**config.mk**
```make
export PLATFORM = sky130hd
export DESIGN_NAME = tank_fill_level_controller_flat
export DESIGN_NICKNAME = d
export VERILOG_FILES = /design/src/rtl/tflc_pkg.sv /design/src/rtl/tflc_if.sv /design/src/rtl/tank_fill_level_controller.sv /design/src/flat_wrapper.sv
export SDC_FILE = /design/constraint.sdc
export NUM_CORES = 1
export LEC_CHECK = 0
export BUFFER_PORTS_ARGS = -buffer_cell sky130_fd_sc_hd__clkbuf_2
export CAP_MARGIN = 15
export CORE_ASPECT_RATIO = 1.1
export CORE_MARGIN = 2
export CORE_UTILIZATION = 50
export DETAILED_ROUTE_END_ITERATION = 16
export PLACE_DENSITY = 0.7
export SYNTH_ARGS = -nofsm -noshare
export SYNTH_HDL_FRONTEND = slang
export SYNTH_SLANG_ARGS = --single-unit
```
**constraint.sdc**
```tcl
create_clock -name clock -period 14.8 [get_ports clock]
set_input_delay 0 -clock clock [delete_from_list [all_inputs] [get_ports clock]]
set_output_delay 0 -clock clock [all_outputs]
set_load 0.02 [all_outputs]
```
**src/rtl/tflc_pkg.sv**
```systemverilog
package tflc_pkg;

   localparam int COUNTER_BITS = 32;
   localparam int TIMEOUT_BITS = 32;
   localparam int CMP_BITS = (COUNTER_BITS > TIMEOUT_BITS) ? COUNTER_BITS : TIMEOUT_BITS;

   localparam int CSR_ADDR_BITS = 4;
   localparam int CSR_DATA_BITS = 32;

   typedef logic [COUNTER_BITS-1:0] counter_type;
   typedef logic [TIMEOUT_BITS-1:0] timeout_type;
   typedef logic [1:0] tank_state_type;
   typedef logic [2:0] fault_code_type;
   typedef logic [1:0] reg_index_type;

   localparam tank_state_type ST_EMPTY = 2'd0;
   localparam tank_state_type ST_MID   = 2'd1;
   localparam tank_state_type ST_FULL  = 2'd2;
   localparam tank_state_type ST_FAULT = 2'd3;

   localparam fault_code_type FAULT_NONE         = 3'd0;
   localparam fault_code_type FAULT_HIGH_EMPTY   = 3'd1;
   localparam fault_code_type FAULT_LOW_TIMEOUT  = 3'd2;
   localparam fault_code_type FAULT_FILL_TIMEOUT = 3'd3;
   localparam fault_code_type FAULT_LOW_LOST     = 3'd4;

   localparam reg_index_type REG_CONTINUOUS_MODE = 2'd0;
   localparam reg_index_type REG_LOW_TIMEOUT     = 2'd1;
   localparam reg_index_type REG_FILL_TIMEOUT    = 2'd2;

   localparam timeout_type LOW_TIMEOUT_RESET  = 32'd60000;
   localparam timeout_type FILL_TIMEOUT_RESET = 32'd2400000;

endpackage

```
**src/rtl/tflc_if.sv**
```systemverilog
interface tflc_req_if;
   logic valid;
   logic ready;
   logic high_sensor;
   logic low_sensor;

   modport source (output valid, output high_sensor, output low_sensor, input ready);
   modport sink (input valid, input high_sensor, input low_sensor, output ready);
endinterface

interface tflc_rsp_if;
   logic       valid;
   logic       ready;
   logic [1:0] tank_state;
   logic       filling;
   logic       relay_on;
   logic       send_keepalive;
   logic [2:0] fault_code;

   modport source (output valid, output tank_state, output filling, output relay_on,
                   output send_keepalive, output fault_code, input ready);
   modport sink (input valid, input tank_state, input filling, input relay_on,
                 input send_keepalive, input fault_code, output ready);
endinterface

```
**src/rtl/tank_fill_level_controller.sv**
```systemverilog
// Channel   Direction  Handshake     Payload
// req       in         valid/ready   high_sensor, low_sensor
// rsp       out        valid/ready   tank_state, filling, relay_on, send_keepalive, fault_code
// csr       in         APB write/rd  continuous_mode, low_sensor_timeout_ms, fill_timeout_ms
//
// One item per cycle is accepted while results are taken; each item passes through the
// input register and then the result register, from which its result is offered.
// The state update is done as an item leaves the input register for the result register.
// A stalled result holds the input register, and the next item is still taken when
// the result is taken in the same cycle.
// Synchronous reset clears the tank state to intermediate and restores register defaults.
module tank_fill_level_controller
   import tflc_pkg::*;
(
   input  logic                     clock,
   input  logic                     reset,
   tflc_req_if.sink                 req,
   tflc_rsp_if.source               rsp,
   input  logic                     csr_psel,
   input  logic                     csr_penable,
   input  logic                     csr_pwrite,
   input  logic [CSR_ADDR_BITS-1:0] csr_paddr,
   input  logic [CSR_DATA_BITS-1:0] csr_pwdata,
   output logic [CSR_DATA_BITS-1:0] csr_prdata,
   output logic                     csr_pready
);

   localparam counter_type COUNTER_MAX = '1;

   logic           continuous_ff;
   timeout_type    low_timeout_ff;
   timeout_type    fill_timeout_ff;
   reg_index_type  csr_index;
   logic           csr_write;

   logic           in_valid_ff;
   logic           high_ff;
   logic           low_ff;
   logic           advance;

   tank_state_type mode_ff, mode_in;
   logic           came_from_empty_ff, came_from_empty_in;
   counter_type    elapsed_ff, elapsed_in, elapsed_inc;
   logic           fill_ff, fill_in;
   logic           relay_ff, relay_in;
   fault_code_type fault_ff, fault_in;

   logic           out_valid_ff;
   tank_state_type out_state_ff;
   logic           out_fill_ff;
   logic           out_relay_ff;
   logic           out_keepalive_ff;
   fault_code_type out_fault_ff;

   logic           low_expired;
   logic           fill_expired;
   logic           take_turn;
   tank_state_type target;

   assign csr_pready = 1'b1;
   assign csr_index = csr_paddr[CSR_ADDR_BITS-1:2];
   assign csr_write = csr_psel && csr_penable && csr_pwrite && csr_pready;

   always_ff @(posedge clock) begin
      if (reset) begin
         continuous_ff   <= 1'b0;
         low_timeout_ff  <= LOW_TIMEOUT_RESET;
         fill_timeout_ff <= FILL_TIMEOUT_RESET;
      end else if (csr_write) begin
         unique case (csr_index)
            REG_CONTINUOUS_MODE: continuous_ff <= csr_pwdata[0];
            REG_LOW_TIMEOUT:     low_timeout_ff <= csr_pwdata[TIMEOUT_BITS-1:0];
            REG_FILL_TIMEOUT:    fill_timeout_ff <= csr_pwdata[TIMEOUT_BITS-1:0];
            default: ;
         endcase
      end
   end

   always_comb begin
      unique case (csr_index)
         REG_CONTINUOUS_MODE: csr_prdata = {{(CSR_DATA_BITS-1){1'b0}}, continuous_ff};
         REG_LOW_TIMEOUT:     csr_prdata = CSR_DATA_BITS'(low_timeout_ff);
         REG_FILL_TIMEOUT:    csr_prdata = CSR_DATA_BITS'(fill_timeout_ff);
         default:             csr_prdata = '0;
      endcase
   end

   assign advance   = in_valid_ff && (!out_valid_ff || rsp.ready);
   assign req.ready = !in_valid_ff || advance;

   always_ff @(posedge clock) begin
      if (reset) begin
         in_valid_ff <= 1'b0;
      end else if (req.ready) begin
         in_valid_ff <= req.valid;
      end
   end

   always_ff @(posedge clock) begin
      if (req.ready && req.valid) begin
         high_ff <= req.high_sensor;
         low_ff  <= req.low_sensor;
      end
   end

   assign elapsed_inc  = (elapsed_ff == COUNTER_MAX) ? elapsed_ff : elapsed_ff + 1'b1;
   assign low_expired  = CMP_BITS'(elapsed_inc) > CMP_BITS'(low_timeout_ff);
   assign fill_expired = CMP_BITS'(elapsed_inc) > CMP_BITS'(fill_timeout_ff);

   always_comb begin
      take_turn = 1'b0;
      target    = mode_ff;
      fault_in  = fault_ff;
      unique case (mode_ff)
         ST_EMPTY: begin
            if (high_ff) begin
               take_turn = 1'b1;
               target    = ST_FAULT;
               fault_in  = FAULT_HIGH_EMPTY;
            end else if (low_ff) begin
               take_turn = 1'b1;
               target    = ST_MID;
            end else if (low_expired) begin
               take_turn = 1'b1;
               target    = ST_FAULT;
               fault_in  = FAULT_LOW_TIMEOUT;
            end
         end
         ST_MID: begin
            if (high_ff) begin
               take_turn = 1'b1;
               target    = ST_FULL;
            end else if (!low_ff) begin
               take_turn = 1'b1;
               target    = ST_EMPTY;
            end else if (came_from_empty_ff && fill_expired) begin
               take_turn = 1'b1;
               target    = ST_FAULT;
               fault_in  = FAULT_FILL_TIMEOUT;
            end
         end
         ST_FULL: begin
            if (!low_ff) begin
               take_turn = 1'b1;
               target    = ST_FAULT;
               fault_in  = FAULT_LOW_LOST;
            end else if (!high_ff) begin
               take_turn = 1'b1;
               target    = ST_MID;
            end
         end
         ST_FAULT: begin
         end
      endcase
   end

   always_comb begin
      mode_in            = mode_ff;
      came_from_empty_in = came_from_empty_ff;
      elapsed_in         = elapsed_inc;
      fill_in            = fill_ff;
      relay_in           = relay_ff;
      if (take_turn) begin
         mode_in            = target;
         came_from_empty_in = (mode_ff == ST_EMPTY);
         if (target == ST_EMPTY) begin
            fill_in    = 1'b1;
            elapsed_in = '0;
            if (!continuous_ff) begin
               relay_in = 1'b1;
            end
         end else if (target == ST_FULL || target == ST_FAULT) begin
            fill_in = 1'b0;
            if (!continuous_ff) begin
               relay_in = 1'b0;
            end
         end else if (mode_ff == ST_EMPTY) begin
            elapsed_in = '0;
         end
      end
   end

   always_ff @(posedge clock) begin
      if (reset) begin
         mode_ff            <= ST_MID;
         came_from_empty_ff <= 1'b0;
         elapsed_ff         <= '0;
         fill_ff            <= 1'b0;
         relay_ff           <= 1'b0;
         fault_ff           <= FAULT_NONE;
      end else if (advance) begin
         mode_ff            <= mode_in;
         came_from_empty_ff <= came_from_empty_in;
         elapsed_ff         <= elapsed_in;
         fill_ff            <= fill_in;
         relay_ff           <= relay_in;
         fault_ff           <= fault_in;
      end
   end

   always_ff @(posedge clock) begin
      if (reset) begin
         out_valid_ff <= 1'b0;
      end else if (advance) begin
         out_valid_ff <= 1'b1;
      end else if (rsp.ready) begin
         out_valid_ff <= 1'b0;
      end
   end

   always_ff @(posedge clock) begin
      if (advance) begin
         out_state_ff     <= mode_in;
         out_fill_ff      <= fill_in;
         out_relay_ff     <= relay_in;
         out_keepalive_ff <= continuous_ff && fill_in;
         out_fault_ff     <= fault_in;
      end
   end

   assign rsp.valid          = out_valid_ff;
   assign rsp.tank_state     = out_state_ff;
   assign rsp.filling        = out_fill_ff;
   assign rsp.relay_on       = out_relay_ff;
   assign rsp.send_keepalive = out_keepalive_ff;
   assign rsp.fault_code     = out_fault_ff;

endmodule

```
**src/flat_wrapper.sv**
```systemverilog
// flat-port wrapper written by rule: the top's interface ports become plain ports
module tank_fill_level_controller_flat import tflc_pkg::*;
  (clock, reset, csr_psel, csr_penable, csr_pwrite, csr_paddr, csr_pwdata, csr_prdata, csr_pready, req_valid, req_high_sensor, req_low_sensor, req_ready, rsp_valid, rsp_tank_state, rsp_filling, rsp_relay_on, rsp_send_keepalive, rsp_fault_code, rsp_ready);
  tflc_req_if req_i ();
  tflc_rsp_if rsp_i ();
  input  logic clock;
  input  logic reset;
  input  logic csr_psel;
  input  logic csr_penable;
  input  logic csr_pwrite;
  input  logic [CSR_ADDR_BITS-1:0] csr_paddr;
  input  logic [CSR_DATA_BITS-1:0] csr_pwdata;
  output logic [CSR_DATA_BITS-1:0] csr_prdata;
  output logic csr_pready;
  input wire logic [$bits(req_i.valid)-1:0] req_valid;
  input wire logic [$bits(req_i.high_sensor)-1:0] req_high_sensor;
  input wire logic [$bits(req_i.low_sensor)-1:0] req_low_sensor;
  output wire logic [$bits(req_i.ready)-1:0] req_ready;
  output wire logic [$bits(rsp_i.valid)-1:0] rsp_valid;
  output wire logic [$bits(rsp_i.tank_state)-1:0] rsp_tank_state;
  output wire logic [$bits(rsp_i.filling)-1:0] rsp_filling;
  output wire logic [$bits(rsp_i.relay_on)-1:0] rsp_relay_on;
  output wire logic [$bits(rsp_i.send_keepalive)-1:0] rsp_send_keepalive;
  output wire logic [$bits(rsp_i.fault_code)-1:0] rsp_fault_code;
  input wire logic [$bits(rsp_i.ready)-1:0] rsp_ready;
  assign req_i.valid = req_valid;
  assign req_i.high_sensor = req_high_sensor;
  assign req_i.low_sensor = req_low_sensor;
  assign req_ready = req_i.ready;
  assign rsp_valid = rsp_i.valid;
  assign rsp_tank_state = rsp_i.tank_state;
  assign rsp_filling = rsp_i.filling;
  assign rsp_relay_on = rsp_i.relay_on;
  assign rsp_send_keepalive = rsp_i.send_keepalive;
  assign rsp_fault_code = rsp_i.fault_code;
  assign rsp_i.ready = rsp_ready;
  tank_fill_level_controller u_core (.clock(clock), .reset(reset), .req(req_i), .rsp(rsp_i), .csr_psel(csr_psel), .csr_penable(csr_penable), .csr_pwrite(csr_pwrite), .csr_paddr(csr_paddr), .csr_pwdata(csr_pwdata), .csr_prdata(csr_prdata), .csr_pready(csr_pready));
endmodule
```
==> flow_metrics.tcl <==
set metrics [dict create \
    first_pass_iters 5 \
    grt_pass1_wl_mm 29.6 \
    io_buffers 84 \
    maxSlewViolCount 0 \
    grt_antenna_before_repair 0 \
    synth_area_leader_cell "dfxtp_1" \
    dpl.hpwl_mm 12.4 \
    end_kind "register" \
    grt_max_degree 63 \
    placed_area_mm2 0.00744 \
    start_util_pct 51.7 \
    ant_nets 0 \
    initialDrtViolationCount 375 \
    finalHoldViolCount 0 \
    critPathLaunchType "register" \
    synthFlopType "dfxtp_1" \
    die_h_um 127 \
    hold_class "in2reg" \
    tns_ps 0 \
    min_from "csr_paddr[2]" \
    synth_cell_types 58 \
    grt_usage_pct 25.5 \
    maxSlewHeadroom_pct 26.8 \
    finalSetupViolCount 0 \
    synth_warnings 0 \
    synthesis.area_mm2 0.00689 \
    globalRoute.totalOverflow 0 \
    die_x_um 116 \
    cts-root-buf "clkbuf_16" \
    fin_nets 1056 \
    layout_common_cells "nand2_1 (150), dfxtp_1 (107), a21oi_1 (87)" \
    rsz0062_at_grt "no" \
    async_flop_share_pct 0 \
    clock_sinks 117 \
    run_status "finished clean" \
    rr_startpoint "u_core.elapsed_ff[3]" \
    drc 0 \
    worstMarginPinSlew_ps 1090 \
    cp.arrival_ps 5970 \
    gp_congestion 0.858 \
    core_area_mm2 0.0133 \
    syn-num-nets 952 \
    avgRoutedWirePerCell_um 15.8 \
    cts_resized 0 \
    p_leak_nw 3.51 \
    die_area_mm2 0.0147 \
    fillers 1211 \
    syn_to_final_growth_pct 22.5 \
    drive_above_1_share_pct 13.8 \
    clkTransAtPathRegs_ps 50 \
    ir_drop_mv 0.0704 \
    p_per_area_mw_per_mm2 96.7 \
    cts_made_buffers 17 \
    cts_max_level 4 \
    yosysTopAreaCellShare_pct 31.1 \
    cts_tree "built" \
    maxCapViolations 0 \
    synth_edf_count 10 \
    grt_pass1_vias 6190 \
    clk_latency_ps 410 \
    ys_seq_area_share_pct 35.5 \
    yosys-top-cells-area "dfxtp_1 (31%), ha_1 (12%), nand2_1 (8.2%)" \
    viasPerCell 5.61 \
    critical_path_class "reg2reg" \
    syn_area_per_cell_um2 8.18 \
    worst_clock_skew_ps 5.25 \
    min_period_ps 5670 \
    n_antenna_cell 0 \
    final_area_mm2 0.00843 \
    critical_path.startpoint "u_core.elapsed_ff[3]" \
    synth_seq_cells 117 \
    rows 44 \
    drt_wl_total_mm 18.1 \
    via_count 6401 \
    synthCells 842 \
    critPathMaxFanout 23 \
    period_share_pct 38.3 \
    power_mw 0.815 \
    num_io_pins 88 \
    crit_required_ps 15100 \
    holdWs_ps 58.2 \
    final_common_cell "nand2_1" \
    max_freq_mhz 176 \
    clock_path_buffers 2 \
]
-- routing by layer --
| metal | wire length (um) | track usage, % |
|---|---|---|
| met2 | 9280 | 45.3 |
| met5 | 0 | 0 |
| met1 | 7530 | 29.7 |
| met3 | 722 | 4.93 |
| met4 | 546 | 10.8 |
-- what timing repair did --
item | 4_1_cts | 5_1_grt
hold endpoints to repair | 71 | 0
hold buffers | 37 | 0
buffers inserted | 0 | 0
-- where the power goes --
part           switching [mW]  internal [mW]  total (mW)
Clock                   0.142          0.272       0.414
Combinational          0.0422         0.0280      0.0702
Sequential            0.00546          0.326       0.331
Total                   0.189          0.626       0.815
-- final cells by class --
| type | count | area, um^2 | share of cell area (%) |
|---|---|---|---|
| Clock buffer | 25 | 549 | 6.51 |
| Inverter | 72 | 270 | 3.21 |
| Tap cell | 184 | 230 | 2.73 |
| Timing Repair Buffer | 129 | 855 | 10.1 |
| Multi-Input combinational cell | 609 | 4030 | 47.7 |
| Clock inverter | 6 | 60.1 | 0.712 |
| Sequential cell | 117 | 2440 | 29.0 |
-- worst max-delay path, stage by stage (launching register included) --
cell	delay, ps
dfxtp_1	430
nand4_2	150
or4_4	590
a311oi_4	420
nand4_1	310
nor2b_1	350
nand3_1	140
xnor2_1	170
ha_1	330
nand4_1	170
or4_1	570
a311oi_1	450
nor3_1	130
nor2_1	300
nand2_1	570
a32o_1	470
-- cells by family after synthesis --
kind of cell / synth area share, %
multiplexers: 0.600
other: 0.0545
buffers and inverters: 6.43
flip-flops: 35.5
AO/OA/AOI/OAI: 21.5
AND/OR/NAND/NOR: 19.0
XOR/XNOR: 5.07
adder cells (fa/ha/maj): 11.8
-- Yosys cell counts, types with 8 or more instances --
library cell    n
a21oi_1        87
a22o_1         31
a32o_1         23
and3_1          8
clkbuf_1       42
dfxtp_1       107
edfxtp_1       10
ha_1           65
inv_1          71
nand2_1       150
nand3_1        17
nand4_1        22
nor2_1         43
nor2b_1        10
nor3_1          9
o211ai_1       18
o21ai_0        18
xnor2_1        21
xor2_1         17
-- path summary, 6_finish.rpt --
path                                                   to  slack (ps)  cells after the start
worst max-delay path                u_core.elapsed_ff[17]        9130                     15
worst min-delay path                 u_core.continuous_ff          60                      4
worst max register to register      u_core.elapsed_ff[17]        9130                     15
worst min register to register  u_core.low_timeout_ff[31]         470                      2
-- state kept, by name, summed over array words and instances (netlist names) --
signal and flops:
u_core.continuous_ff 1, u_core.mode_ff 2, u_core.high_ff 1, u_core.fill_ff 1, u_core.rsp.filling 1, u_core.came_from_empty_ff 1
u_core.fault_ff 3, u_core.rsp.send_keepalive 1, u_core.relay_ff 1, u_core.rsp.valid 1, u_core.elapsed_ff 32, u_core.rsp.relay_on 1
u_core.fill_timeout_ff 32, u_core.low_ff 1, u_core.in_valid_ff 1, u_core.rsp.tank_state 2, u_core.rsp.fault_code 3, u_core.low_timeout_ff 32
-- stage by stage --
| step | std cells | utilization, % | setup WS (ps) |
|---|---|---|---|
| 2_1_floorplan | 842 | - | 10130 |
| 3_3_place_gp | 1073 | 55.9 | 9210 |
| 3_5_place_dp | 1073 | 55.9 | 9190 |
| 4_1_cts | 1141 | 63.2 | 9140 |
| 5_1_grt | 1142 | 63.3 | 8670 |
| 6_report | 1142 | 63.3 | 9130 |
Note: power is estimated with default switching activity, not from simulation.
